File: config.mk
export PLATFORM = sky130hd
export DESIGN_NAME = adc_sequencer_fifo_registers
export DESIGN_NICKNAME = d
export VERILOG_FILES = /design/src/sv/adcsq_pkg.sv /design/src/sv/adcsq_ram.sv /design/src/sv/adcsq_datapath.sv /design/src/sv/adcsq_ctrl.sv /design/src/sv/adc_sequencer_fifo_registers.sv
export SDC_FILE = /design/constraint.sdc
export NUM_CORES = 2
export LEC_CHECK = 0
export BUFFER_PORTS_ARGS = -buffer_cell sky130_fd_sc_hd__buf_2
export CORE_MARGIN = 2
export CORE_UTILIZATION = 58
export DETAILED_ROUTE_END_ITERATION = 10
export PLACE_DENSITY = 0.74
export RECOVER_POWER = 100
export SYNTH_ARGS = -nofsm -noshare
export SYNTH_HDL_FRONTEND = slang
export SYNTH_SLANG_ARGS = --single-unit
File: constraint.sdc
create_clock -name clk -period 14.5 [get_ports clk]
set_input_delay 0.725 -clock clk [delete_from_list [all_inputs] [get_ports clk]]
set_output_delay 0.725 -clock clk [all_outputs]
set_load 0.01 [all_outputs]
File: src/sv/adcsq_pkg.sv
package adcsq_pkg;

    // Structure of the block
    localparam int NUM_SEQ        = 4;
    localparam int FIFO_DEPTH_DEF = 16;
    localparam int SAMPLE_BITS    = 3;

    // Operation codes carried in tuser
    localparam logic [1:0] OP_READ  = 2'd0;
    localparam logic [1:0] OP_WRITE = 2'd1;
    localparam logic [1:0] OP_TRIG  = 2'd2;
    localparam logic [1:0] OP_NOP   = 2'd3;

    // Constants of the register model
    localparam logic [31:0] NOISE_MUL   = 32'd314159;
    localparam logic [31:0] SAMPLE_BASE = 32'h0000_0200;
    localparam logic [31:0] ID_VALUE    = 32'h00b0_20c7;
    localparam logic [31:0] PRIO_RESET  = 32'h0000_3210;
    localparam logic [31:0] PCFG_RESET  = 32'h0000_0007;
    localparam logic [3:0]  TRIG_TIMER  = 4'd5;

    // Register offsets
    localparam logic [11:0] R_ACTSS  = 12'h000;
    localparam logic [11:0] R_RIS    = 12'h004;
    localparam logic [11:0] R_IM     = 12'h008;
    localparam logic [11:0] R_ISC    = 12'h00c;
    localparam logic [11:0] R_OSTAT  = 12'h010;
    localparam logic [11:0] R_EMUX   = 12'h014;
    localparam logic [11:0] R_USTAT  = 12'h018;
    localparam logic [11:0] R_TSSEL  = 12'h01c;
    localparam logic [11:0] R_SSPRI  = 12'h020;
    localparam logic [11:0] R_SPC    = 12'h024;
    localparam logic [11:0] R_SAC    = 12'h030;
    localparam logic [11:0] R_DCISC  = 12'h034;
    localparam logic [11:0] R_CTL    = 12'h038;
    localparam logic [11:0] R_DCRIC  = 12'hd00;
    localparam logic [11:0] R_PERID  = 12'hfc0;
    localparam logic [11:0] R_PC     = 12'hfc4;
    localparam logic [11:0] R_CC     = 12'hfc8;

    // Sequencer sub-offsets
    localparam logic [4:0] S_MUX  = 5'h00;
    localparam logic [4:0] S_CTL  = 5'h04;
    localparam logic [4:0] S_FIFO = 5'h08;
    localparam logic [4:0] S_FSTA = 5'h0c;
    localparam logic [4:0] S_OP   = 5'h10;
    localparam logic [4:0] S_DC   = 5'h14;

    // Controller to datapath commands
    typedef struct packed {
        logic       latch;
        logic       access;
        logic       pop_load;
        logic       trig;
        logic [1:0] seq;
        logic       load_out;
    } adcsq_cmd_t;

    // Datapath to controller status
    typedef struct packed {
        logic is_pop;
        logic is_trig;
        logic out_free;
    } adcsq_stat_t;

endpackage

File: src/sv/adcsq_ram.sv
module adcsq_ram #(
    parameter int WIDTH = 8,
    parameter int DEPTH = 16
) (
    input  logic                     clk,
    input  logic                     we,
    input  logic [$clog2(DEPTH)-1:0] waddr,
    input  logic [WIDTH-1:0]         wdata,
    input  logic [$clog2(DEPTH)-1:0] raddr,
    output logic [WIDTH-1:0]         rdata
);

    logic [WIDTH-1:0] mem [DEPTH];

    // Write port and registered read port
    always_ff @(posedge clk)
    begin
        if (we)
        begin
            mem[waddr] <= wdata;
        end
        rdata <= mem[raddr];
    end

endmodule

File: src/sv/adcsq_datapath.sv
module adcsq_datapath
    import adcsq_pkg::*;
#(
    parameter int FIFO_DEPTH = FIFO_DEPTH_DEF
) (
    input  logic        clk,
    input  logic        rst_n,
    input  adcsq_cmd_t  cmd,
    output adcsq_stat_t stat,
    input  logic [1:0]  in_op,
    input  logic [11:0] in_off,
    input  logic [31:0] in_wdata,
    input  logic        out_ready,
    output logic        out_valid,
    output logic [31:0] out_rdata,
    output logic [3:0]  out_irq
);

    localparam int PW       = $clog2(FIFO_DEPTH);
    localparam int RAM_AW   = PW + 2;
    localparam int RAM_DEPTH = NUM_SEQ << PW;

    // Latched transaction
    logic [1:0]  op_reg;
    logic [11:0] off_reg;
    logic [31:0] wdata_reg;

    // Architectural registers
    logic [3:0]  active_reg, raw_reg, ovf_reg, unf_reg;
    logic [31:0] im_reg, emux_reg, tssel_reg, pri_reg, spc_reg, sac_reg;
    logic [31:0] dcisc_reg, ctl_reg, dcric_reg, pc_reg, cc_reg, noise_reg;
    logic [31:0] smux_reg [NUM_SEQ];
    logic [31:0] sctl_reg [NUM_SEQ];
    logic [31:0] sop_reg  [NUM_SEQ];
    logic [31:0] sdc_reg  [NUM_SEQ];
    logic [31:0] cmpc_reg [8];
    logic [31:0] cmpr_reg [8];
    logic [PW-1:0] tail_reg [NUM_SEQ];
    logic [PW-1:0] head_reg [NUM_SEQ];
    logic [NUM_SEQ-1:0] empty_reg, full_reg;
    logic [RAM_DEPTH-1:0] valid_reg;
    logic valid_q_reg;

    // Result registers
    logic [31:0] rdata_reg;
    logic        out_valid_reg;
    logic [31:0] out_rdata_reg;
    logic [3:0]  out_irq_reg;

    // Decode
    logic        in_seq, in_cmpc, in_cmpr;
    logic [1:0]  sn;
    logic [4:0]  sub;
    logic [2:0]  cidx;
    logic [31:0] rd_comb;
    logic [31:0] noise_next;
    logic [PW-1:0] head_next, tail_next;
    logic [SAMPLE_BITS-1:0] ram_rdata;
    logic        push_hit;
    logic [RAM_AW-1:0] raddr, waddr;

    function automatic logic [PW-1:0] ptr_inc(input logic [PW-1:0] p);
        logic [PW-1:0] r;
        if (p == PW'(FIFO_DEPTH - 1))
            r = '0;
        else
            r = p + PW'(1);
        return r;
    endfunction

    function automatic logic [3:0] tssel_placeholder(input logic [31:0] v,
                                                     input logic [1:0] n);
        logic [3:0] f;
        f = v[4*n +: 4];
        return f;
    endfunction

    assign in_seq  = (off_reg[11:8] == 4'h0) && (off_reg[7:6] != 2'b00)
                  && (off_reg[7:6] != 2'b11);
    assign sn      = off_reg[6:5] - 2'd2;
    assign sub     = off_reg[4:0];
    assign in_cmpc = (off_reg[11:5] == 7'h70);
    assign in_cmpr = (off_reg[11:5] == 7'h72);
    assign cidx    = off_reg[4:2];

    assign stat.is_pop   = (op_reg == OP_READ) && in_seq && (sub == S_FIFO);
    assign stat.is_trig  = (op_reg == OP_TRIG);
    assign stat.out_free = !out_valid_reg || out_ready;

    // Noise generator and push target
    assign noise_next = 32'(noise_reg * NOISE_MUL) + 32'd1;
    assign push_hit   = active_reg[cmd.seq]
                     && (tssel_placeholder(emux_reg, cmd.seq) == TRIG_TIMER);
    assign head_next  = ptr_inc(head_reg[cmd.seq]);
    assign tail_next  = ptr_inc(tail_reg[sn]);
    assign raddr      = {sn, tail_reg[sn]};
    assign waddr      = {cmd.seq, head_reg[cmd.seq]};

    adcsq_ram #(
        .WIDTH (SAMPLE_BITS),
        .DEPTH (RAM_DEPTH)
    ) u_ram (
        .clk   (clk),
        .we    (cmd.trig && push_hit && !full_reg[cmd.seq]),
        .waddr (waddr),
        .wdata (noise_next[18:16]),
        .raddr (raddr),
        .rdata (ram_rdata)
    );

    // Read multiplexer
    always_comb
    begin
        rd_comb = '0;
        if (op_reg == OP_READ)
        begin
            if (in_seq)
            begin
                case (sub)
                    S_MUX:   rd_comb = smux_reg[sn];
                    S_CTL:   rd_comb = sctl_reg[sn];
                    S_FSTA:  rd_comb = {19'd0, full_reg[sn], 3'd0, empty_reg[sn],
                                        4'(head_reg[sn]), 4'(tail_reg[sn])};
                    S_OP:    rd_comb = sop_reg[sn];
                    S_DC:    rd_comb = sdc_reg[sn];
                    default: rd_comb = '0;
                endcase
            end
            else if (in_cmpc)
                rd_comb = cmpc_reg[cidx];
            else if (in_cmpr)
                rd_comb = cmpr_reg[cidx];
            else
            begin
                unique case (off_reg)
                    R_ACTSS: rd_comb = {28'd0, active_reg};
                    R_RIS:   rd_comb = {28'd0, raw_reg};
                    R_IM:    rd_comb = im_reg;
                    R_ISC:   rd_comb = {28'd0, raw_reg} & im_reg;
                    R_OSTAT: rd_comb = {28'd0, ovf_reg};
                    R_EMUX:  rd_comb = emux_reg;
                    R_USTAT: rd_comb = {28'd0, unf_reg};
                    R_TSSEL: rd_comb = tssel_reg;
                    R_SSPRI: rd_comb = pri_reg;
                    R_SPC:   rd_comb = spc_reg;
                    R_SAC:   rd_comb = sac_reg;
                    R_DCISC: rd_comb = dcisc_reg;
                    R_CTL:   rd_comb = ctl_reg;
                    R_PERID: rd_comb = ID_VALUE;
                    R_PC:    rd_comb = pc_reg;
                    R_CC:    rd_comb = cc_reg;
                    default: rd_comb = '0;
                endcase
            end
        end
    end

    // Latch the incoming transaction
    always_ff @(posedge clk)
    begin
        if (cmd.latch)
        begin
            op_reg    <= in_op;
            off_reg   <= in_off;
            wdata_reg <= in_wdata;
        end
    end

    // Read data: plain registers at access, FIFO entry in the cycle after
    always_ff @(posedge clk)
    begin
        if (cmd.access)
            rdata_reg <= rd_comb;
        else if (cmd.pop_load)
            rdata_reg <= valid_q_reg ? (SAMPLE_BASE | 32'(ram_rdata)) : '0;
    end

    // Register file, FIFO pointers and noise
    always_ff @(posedge clk or negedge rst_n)
    begin
        if (!rst_n)
        begin
            active_reg  <= '0;
            raw_reg     <= '0;
            ovf_reg     <= '0;
            unf_reg     <= '0;
            im_reg      <= '0;
            emux_reg    <= '0;
            tssel_reg   <= '0;
            pri_reg     <= PRIO_RESET;
            spc_reg     <= '0;
            sac_reg     <= '0;
            dcisc_reg   <= '0;
            ctl_reg     <= '0;
            dcric_reg   <= '0;
            pc_reg      <= PCFG_RESET;
            cc_reg      <= '0;
            noise_reg   <= '0;
            empty_reg   <= '1;
            full_reg    <= '0;
            valid_reg   <= '0;
            valid_q_reg <= 1'b0;
            for (int i = 0; i < NUM_SEQ; i++)
            begin
                smux_reg[i] <= '0;
                sctl_reg[i] <= '0;
                sop_reg[i]  <= '0;
                sdc_reg[i]  <= '0;
                tail_reg[i] <= '0;
                head_reg[i] <= '0;
            end
            for (int i = 0; i < 8; i++)
            begin
                cmpc_reg[i] <= '0;
                cmpr_reg[i] <= '0;
            end
        end
        else
        begin
            if (cmd.access)
            begin
                valid_q_reg <= valid_reg[raddr];
                // Pop on a FIFO read
                if (stat.is_pop)
                begin
                    if (empty_reg[sn])
                        unf_reg[sn] <= 1'b1;
                    else
                    begin
                        tail_reg[sn] <= tail_next;
                        full_reg[sn] <= 1'b0;
                        if (tail_next == head_reg[sn])
                            empty_reg[sn] <= 1'b1;
                    end
                end
                // Bus write
                if (op_reg == OP_WRITE)
                begin
                    if (in_seq)
                    begin
                        case (sub)
                            S_MUX:   smux_reg[sn] <= wdata_reg;
                            S_CTL:   sctl_reg[sn] <= wdata_reg;
                            S_OP:    sop_reg[sn]  <= wdata_reg;
                            S_DC:    sdc_reg[sn]  <= wdata_reg;
                            default: ;
                        endcase
                    end
                    else if (in_cmpc)
                        cmpc_reg[cidx] <= wdata_reg;
                    else if (in_cmpr)
                        cmpr_reg[cidx] <= wdata_reg;
                    else
                    begin
                        unique case (off_reg)
                            R_ACTSS: active_reg <= wdata_reg[3:0];
                            R_IM:    im_reg     <= wdata_reg;
                            R_ISC:   raw_reg    <= raw_reg & ~wdata_reg[3:0];
                            R_OSTAT: ovf_reg    <= ovf_reg & ~wdata_reg[3:0];
                            R_EMUX:  emux_reg   <= wdata_reg;
                            R_USTAT: unf_reg    <= unf_reg & ~wdata_reg[3:0];
                            R_TSSEL: tssel_reg  <= wdata_reg;
                            R_SSPRI: pri_reg    <= wdata_reg;
                            R_SPC:   spc_reg    <= wdata_reg;
                            R_SAC:   sac_reg    <= wdata_reg;
                            R_DCISC: dcisc_reg  <= wdata_reg;
                            R_CTL:   ctl_reg    <= wdata_reg;
                            R_DCRIC: dcric_reg  <= wdata_reg;
                            R_PC:    pc_reg     <= wdata_reg;
                            R_CC:    cc_reg     <= wdata_reg;
                            default: ;
                        endcase
                    end
                end
            end
            // One sequencer per trigger step
            if (cmd.trig && push_hit)
            begin
                noise_reg         <= noise_next;
                raw_reg[cmd.seq]  <= 1'b1;
                if (full_reg[cmd.seq])
                    ovf_reg[cmd.seq] <= 1'b1;
                else
                begin
                    valid_reg[waddr]   <= 1'b1;
                    head_reg[cmd.seq]  <= head_next;
                    empty_reg[cmd.seq] <= 1'b0;
                    if (tail_reg[cmd.seq] == head_next)
                        full_reg[cmd.seq] <= 1'b1;
                end
            end
        end
    end

    // Output register
    always_ff @(posedge clk or negedge rst_n)
    begin
        if (!rst_n)
            out_valid_reg <= 1'b0;
        else if (cmd.load_out)
            out_valid_reg <= 1'b1;
        else if (out_ready)
            out_valid_reg <= 1'b0;
    end

    always_ff @(posedge clk)
    begin
        if (cmd.load_out)
        begin
            out_rdata_reg <= rdata_reg;
            out_irq_reg   <= raw_reg & im_reg[3:0];
        end
    end

    assign out_valid = out_valid_reg;
    assign out_rdata = out_rdata_reg;
    assign out_irq   = out_irq_reg;

    // A FIFO is never full and empty at once
    a_full_empty: assert property (@(posedge clk) disable iff (!rst_n)
        (full_reg & empty_reg) == '0)
        else $error("FIFO flagged full and empty");

    // A pop never moves a head pointer
    a_pop_head: assert property (@(posedge clk) disable iff (!rst_n)
        (cmd.access && stat.is_pop) |=> (head_reg[0] == $past(head_reg[0])
            && head_reg[3] == $past(head_reg[3]) && head_reg[1] == $past(head_reg[1])
            && head_reg[2] == $past(head_reg[2])))
        else $error("head moved on a pop");

    // Result is never loaded over one still waiting
    a_out_overrun: assert property (@(posedge clk) disable iff (!rst_n)
        cmd.load_out |-> (!out_valid_reg || out_ready))
        else $error("result overrun");

endmodule

File: src/sv/adcsq_ctrl.sv
module adcsq_ctrl
    import adcsq_pkg::*;
(
    input  logic        clk,
    input  logic        rst_n,
    input  logic        in_valid,
    output logic        in_ready,
    input  adcsq_stat_t stat,
    output adcsq_cmd_t  cmd
);

    localparam logic [2:0] ST_IDLE = 3'd0;
    localparam logic [2:0] ST_EXEC = 3'd1;
    localparam logic [2:0] ST_POP  = 3'd2;
    localparam logic [2:0] ST_TRIG = 3'd3;
    localparam logic [2:0] ST_DONE = 3'd4;

    logic [2:0] state_reg, state_next;
    logic [1:0] seq_reg, seq_next;

    // Next state and commands
    always_comb
    begin
        state_next   = state_reg;
        seq_next     = seq_reg;
        cmd          = '0;
        cmd.seq      = seq_reg;
        in_ready     = 1'b0;
        unique case (state_reg)
            ST_IDLE:
            begin
                in_ready = 1'b1;
                if (in_valid)
                begin
                    cmd.latch  = 1'b1;
                    state_next = ST_EXEC;
                end
            end
            ST_EXEC:
            begin
                cmd.access = 1'b1;
                seq_next   = 2'd0;
                if (stat.is_pop)
                    state_next = ST_POP;
                else if (stat.is_trig)
                    state_next = ST_TRIG;
                else
                    state_next = ST_DONE;
            end
            ST_POP:
            begin
                cmd.pop_load = 1'b1;
                state_next   = ST_DONE;
            end
            ST_TRIG:
            begin
                cmd.trig = 1'b1;
                seq_next = seq_reg + 2'd1;
                if (seq_reg == 2'd3)
                    state_next = ST_DONE;
            end
            ST_DONE:
            begin
                if (stat.out_free)
                begin
                    cmd.load_out = 1'b1;
                    state_next   = ST_IDLE;
                end
            end
            default: state_next = ST_IDLE;
        endcase
    end

    always_ff @(posedge clk or negedge rst_n)
    begin
        if (!rst_n)
        begin
            state_reg <= ST_IDLE;
            seq_reg   <= 2'd0;
        end
        else
        begin
            state_reg <= state_next;
            seq_reg   <= seq_next;
        end
    end

    // The trigger walk always visits four sequencers from the first
    a_trig_start: assert property (@(posedge clk) disable iff (!rst_n)
        (state_reg == ST_EXEC && stat.is_trig) |=> (state_reg == ST_TRIG && seq_reg == 2'd0))
        else $error("trigger walk did not start at sequencer zero");

    a_trig_end: assert property (@(posedge clk) disable iff (!rst_n)
        (state_reg == ST_TRIG && seq_reg == 2'd3) |=> (state_reg == ST_DONE))
        else $error("trigger walk did not end");

endmodule

File: src/sv/adc_sequencer_fifo_registers.sv
// Channel   Dir  Signals                         Content
// s_axis    in   s_tvalid s_tready s_tdata s_tuser  offset, write_data; operation
// m_axis    out  m_tvalid m_tready m_tdata          read_data, irq_lines
//
// A FIFO pop adds a step for the registered RAM read, and a timer trigger walks
// the four sequencers in turn (one noise multiply and push per armed sequencer).
// A new transaction is taken while the previous result waits in the output
// register; a stalled result holds the block at its final step.
// rst_n is asynchronous, active low; FIFO entries never written read as zero.
module adc_sequencer_fifo_registers
    import adcsq_pkg::*;
#(
    parameter int FIFO_DEPTH = FIFO_DEPTH_DEF
) (
    input  logic        clk,
    input  logic        rst_n,
    input  logic        s_tvalid,
    output logic        s_tready,
    input  logic [47:0] s_tdata,   // offset[11:0], write_data[43:12], zero fill
    input  logic [1:0]  s_tuser,   // operation[1:0]
    output logic        m_tvalid,
    input  logic        m_tready,
    output logic [39:0] m_tdata    // read_data[31:0], irq_lines[35:32], zero fill
);

    adcsq_cmd_t  cmd;
    adcsq_stat_t stat;
    logic [31:0] rdata;
    logic [3:0]  irq;

    adcsq_ctrl u_ctrl (
        .clk      (clk),
        .rst_n    (rst_n),
        .in_valid (s_tvalid),
        .in_ready (s_tready),
        .stat     (stat),
        .cmd      (cmd)
    );

    adcsq_datapath #(
        .FIFO_DEPTH (FIFO_DEPTH)
    ) u_dp (
        .clk       (clk),
        .rst_n     (rst_n),
        .cmd       (cmd),
        .stat      (stat),
        .in_op     (s_tuser),
        .in_off    (s_tdata[11:0]),
        .in_wdata  (s_tdata[43:12]),
        .out_ready (m_tready),
        .out_valid (m_tvalid),
        .out_rdata (rdata),
        .out_irq   (irq)
    );

    assign m_tdata = {4'd0, irq, rdata};

endmodule

==> results.txt <==
sky130_fd_sc_hd__dfrtp_1 takes more of the synthesized area than any other cell. The pre-antenna-repair detailed-routing pass consisted of 8 iterations. VDD sags by at most 160 uV. For this design the static power due to leakage is 41.5 nW. The layout has 10200 filler cells. Measured along the x axis, the die boundary spans 381 um.

The growth of design area from synthesis to finish was 9.30%. The most used flip-flop cell after synthesis is sky130_fd_sc_hd__dfrtp_1. The logs give 56.6% for the register area share after synthesis and 9.3% for the combinational cell fraction of total power. The achievable clock frequency came out at 0.109 GHz. The clock net in this run drives a total of 1799 sinks. For this design the ratio of total power to cell area is 125 nW/um^2. The internal power of the cells totals 8.39 mW. The share of synthesized area in the top cell type comes to 45.0%. In this run the worst path has a maximum fanout of 33.

After synthesis, the netlist uses 82 different library cells. The H-tree was split into 4 levels. Number of global-route vias before repair: 49600. The final worst clock skew is 27.3 ps.

After detailed routing, the number of remaining DRC violations is 0. The number of warnings reported in the yosys synthesis log is 0. After synthesis, the cell types taking the most area are sky130_fd_sc_hd__dfrtp_1 (45%), sky130_fd_sc_hd__mux2_2 (18%), sky130_fd_sc_hd__edfxtp_1 (11%). Buffers added to address setup during post-CTS repair amount to 0.

The worst setup path is of the flip-flop to flip-flop kind. The final weighted congestion in routability-driven placement is 0.861. The logs give 0 for the antenna diode count and 81 for the total of max-cap violations. Setup violations remaining at the end of the flow were counted as 0. The final period utilization was 63.4%. The tools report the clock tree root buffer cell as sky130_fd_sc_hd__clkbuf_16. Once detailed placement completed, the half-perimeter wirelength came to 117 mm. The tools report the number of endpoints with negative hold slack in the final report as 0.

The tools report the total die area as 145000 sq um. The post-CTS resize count is 0, and the synthesized area divided by synthesized cell count is 15.3 sq um. The register bit total from synthesis works out to 1799. STA classifies the critical path endpoint as a flip-flop. Hold is met by 90.7 ps.

The detailed router finished its first iteration with 4522 violations. The total overflow left after global routing is 0. The transition time of the tightest slew-check pin works out to 4840 ps. In the synthesized netlist the async set-or-reset flop fraction comes to 82.8%. TritonCTS built the clock tree. The routed design has 202 mm of wire. Port buffering added 87 buffers. Setup repair after global routing left no endpoint under its margin. The nature of the critical path startpoint was a flip-flop.

The number of enable-type register cells in the synthesized netlist is 306, and the cell area after synthesis is 82300 sq um. The logs give 0 ps for the total negative setup slack and 58.3% for the initial cell density of the core. The first global-routing pass estimated 312 mm of wire. For the clock buffer count from CTS, the log shows 178. After detailed routing, the average wire length per cell comes to 27.3 um. The smallest clock period supported by the final layout is computed as 9190 ps.

The detail route stage leaves a number of antenna-violating nets equal to 0. The buffer levels on the longest clock path was 3. The total via count in the routed design is 47400, and the maximum number of pins on one net before global-route repair is 152. The logs give 5395 for the post-synthesis cell count and 96 for the I/O pin count.

Headroom to the max-slew limit: -223%. The final reports fail on max-capacitance violations, max-slew violations. For the number of antenna violations at the first check in global routing, the log shows 2. The later pin in the worst-skew pair is clocked with a latency of 810 ps. The floorplan has 138 rows.

The tools report the critical path required time as 15180 ps. Share of power burned in the clock network: 42.6%. After detailed routing, the number of vias per cell comes to 6.42. In this run the vertical extent of the chip is 381 um. Global routing used 28.3% of the available tracks across all layers. In this run the worst hold path is classified as input pin to flip-flop. The run gives 2.87 mW as the total net switching power. Area of the core: 141000 sq um.

Clock-pin slew was measured on the worst setup and hold paths at 60 ps. In this run switching power makes up 25.5% of total power. The number of max-slew violations in the final report is 3358.

The flow ran to the end, but the final reports show violations. The power share of the sequential group was 48.1%; the fraction of layout instances using a drive strength above 1 was 38.5%. The hold-fix buffer count after cts was 1.

The logs give 5551 for the final net count and 9880 ps for the arrival time of the worst setup path.
[power groups by stage]
stage / registers [mW] / logic (mW) / clock network [mW]
after global routing: 5.43 / 1.13 / 5.08
after global placement: 5.49 / 1.06 / 0
after detailed placement: 5.49 / 1.07 / 0
after floorplan: 5.47 / 0.633 / 0
after CTS: 5.40 / 1.08 / 4.87
final: 5.42 / 1.05 / 4.80
[metrics by stage]
stage / power [mW] / setup WS [ps] / util, % / std cells / area [sq um]
floorplan: 6.10 / 7160 / - / 5398 / 82300
global placement: 6.55 / 8360 / 59.8 / 7054 / 84400
detailed placement: 6.57 / 8280 / 59.8 / 7054 / 84400
CTS: 11.3 / 8220 / 64.1 / 7388 / 90600
global route: 11.6 / 4640 / 63.7 / 7388 / 89900
finish: 11.3 / 5310 / 63.7 / 7388 / 89900
[layout make-up]
cell class              count  area (sq um)  area share [%]
multi-input cells        2969         33100            36.8
inverters                 174           653           0.726
clock inverters            85           932            1.04
repair buffers            223          1140            1.27
well taps                1890          2360            2.63
flip-flops and latches   1799         46500            51.8
clock buffers             248          5200            5.79
[Yosys cell counts (48+ instances only)]
library cell               instances
sky130_fd_sc_hd__a22oi_1         150
sky130_fd_sc_hd__buf_1            61
sky130_fd_sc_hd__nand2_1         117
sky130_fd_sc_hd__mux4_2          337
sky130_fd_sc_hd__mux2_2         1289
sky130_fd_sc_hd__edfxtp_1        306
sky130_fd_sc_hd__buf_2           172
sky130_fd_sc_hd__mux2i_1         104
sky130_fd_sc_hd__ha_1             85
sky130_fd_sc_hd__mux2_1           97
sky130_fd_sc_hd__nand3_1          48
sky130_fd_sc_hd__nor2_1          114
sky130_fd_sc_hd__clkbuf_1        181
sky130_fd_sc_hd__dfrtp_1        1479
sky130_fd_sc_hd__a21oi_1          49
sky130_fd_sc_hd__fa_1             67
sky130_fd_sc_hd__o21ai_0          62
sky130_fd_sc_hd__inv_1           172
[worst max-delay path, stage by stage, from the launching register on]
cell and delay, ps:
sky130_fd_sc_hd__edfxtp_1 350, sky130_fd_sc_hd__clkbuf_1 930, sky130_fd_sc_hd__clkbuf_1 830, sky130_fd_sc_hd__or4b_1 950, sky130_fd_sc_hd__nor2_4 150, sky130_fd_sc_hd__clkbuf_1 1980
sky130_fd_sc_hd__nand2_1 790, sky130_fd_sc_hd__nor2_4 230, sky130_fd_sc_hd__clkbuf_1 2270, sky130_fd_sc_hd__mux2_2 490
[path summary, 6_finish.rpt]
| check | slack, ps | cells after the start | to | startpoint |
|---|---|---|---|---|
| setup / recovery | 5310 | 9 | u_dp.sdc_reg[18] | u_dp.off_reg[3] |
| hold / removal | 90 | 1 | u_dp.wdata_reg[28] | s_tdata[40] |
| setup reg to reg | 5310 | 9 | u_dp.sdc_reg[18] | u_dp.off_reg[3] |
| hold reg to reg | 410 | 0 | u_dp.out_rdata[17] | u_dp.rdata_reg[17] |
| max in group asynchronous | 6250 | 5 | u_dp.cmpc_reg[246] | rst_n |
| min in group asynchronous | 590 | 2 | u_dp.valid_reg[18] | rst_n |
[cell families after synthesis]
logic type / synth area share, %
AOI/OAI and AO/OA: 3.72
xor gates and xnor gates: 0.511
adders and majority gates: 2.92
buffers and inverters: 3.43
DFF: 56.6
muxes: 29.5
other: 0.00456
and+or+nand+nor: 3.38
[metal layers]
layer | GRT usage, % | vias up | part of all wire [%]
met2 | 44.5 | 1632 | 47
li1 | - | 19800 | -
met1 | 40.9 | 25600 | 43
met4 | 9.65 | 0 | 3.4
met5 | 0 | - | 0
met3 | 4.38 | 359 | 6.4
[cells in the final DEF, fill, tap and decap left out, drive strengths merged, types with 89 or more instances in the layout]
| cell | count |
|---|---|
| a22oi | 150 |
| buf | 89 |
| clkbuf | 381 |
| dfrtp | 1479 |
| edfxtp | 306 |
| inv | 182 |
| mux2 | 1386 |
| mux2i | 104 |
| mux4 | 337 |
| nand2 | 121 |
| nor2 | 133 |
Note: power is estimated with default switching activity, not from simulation.
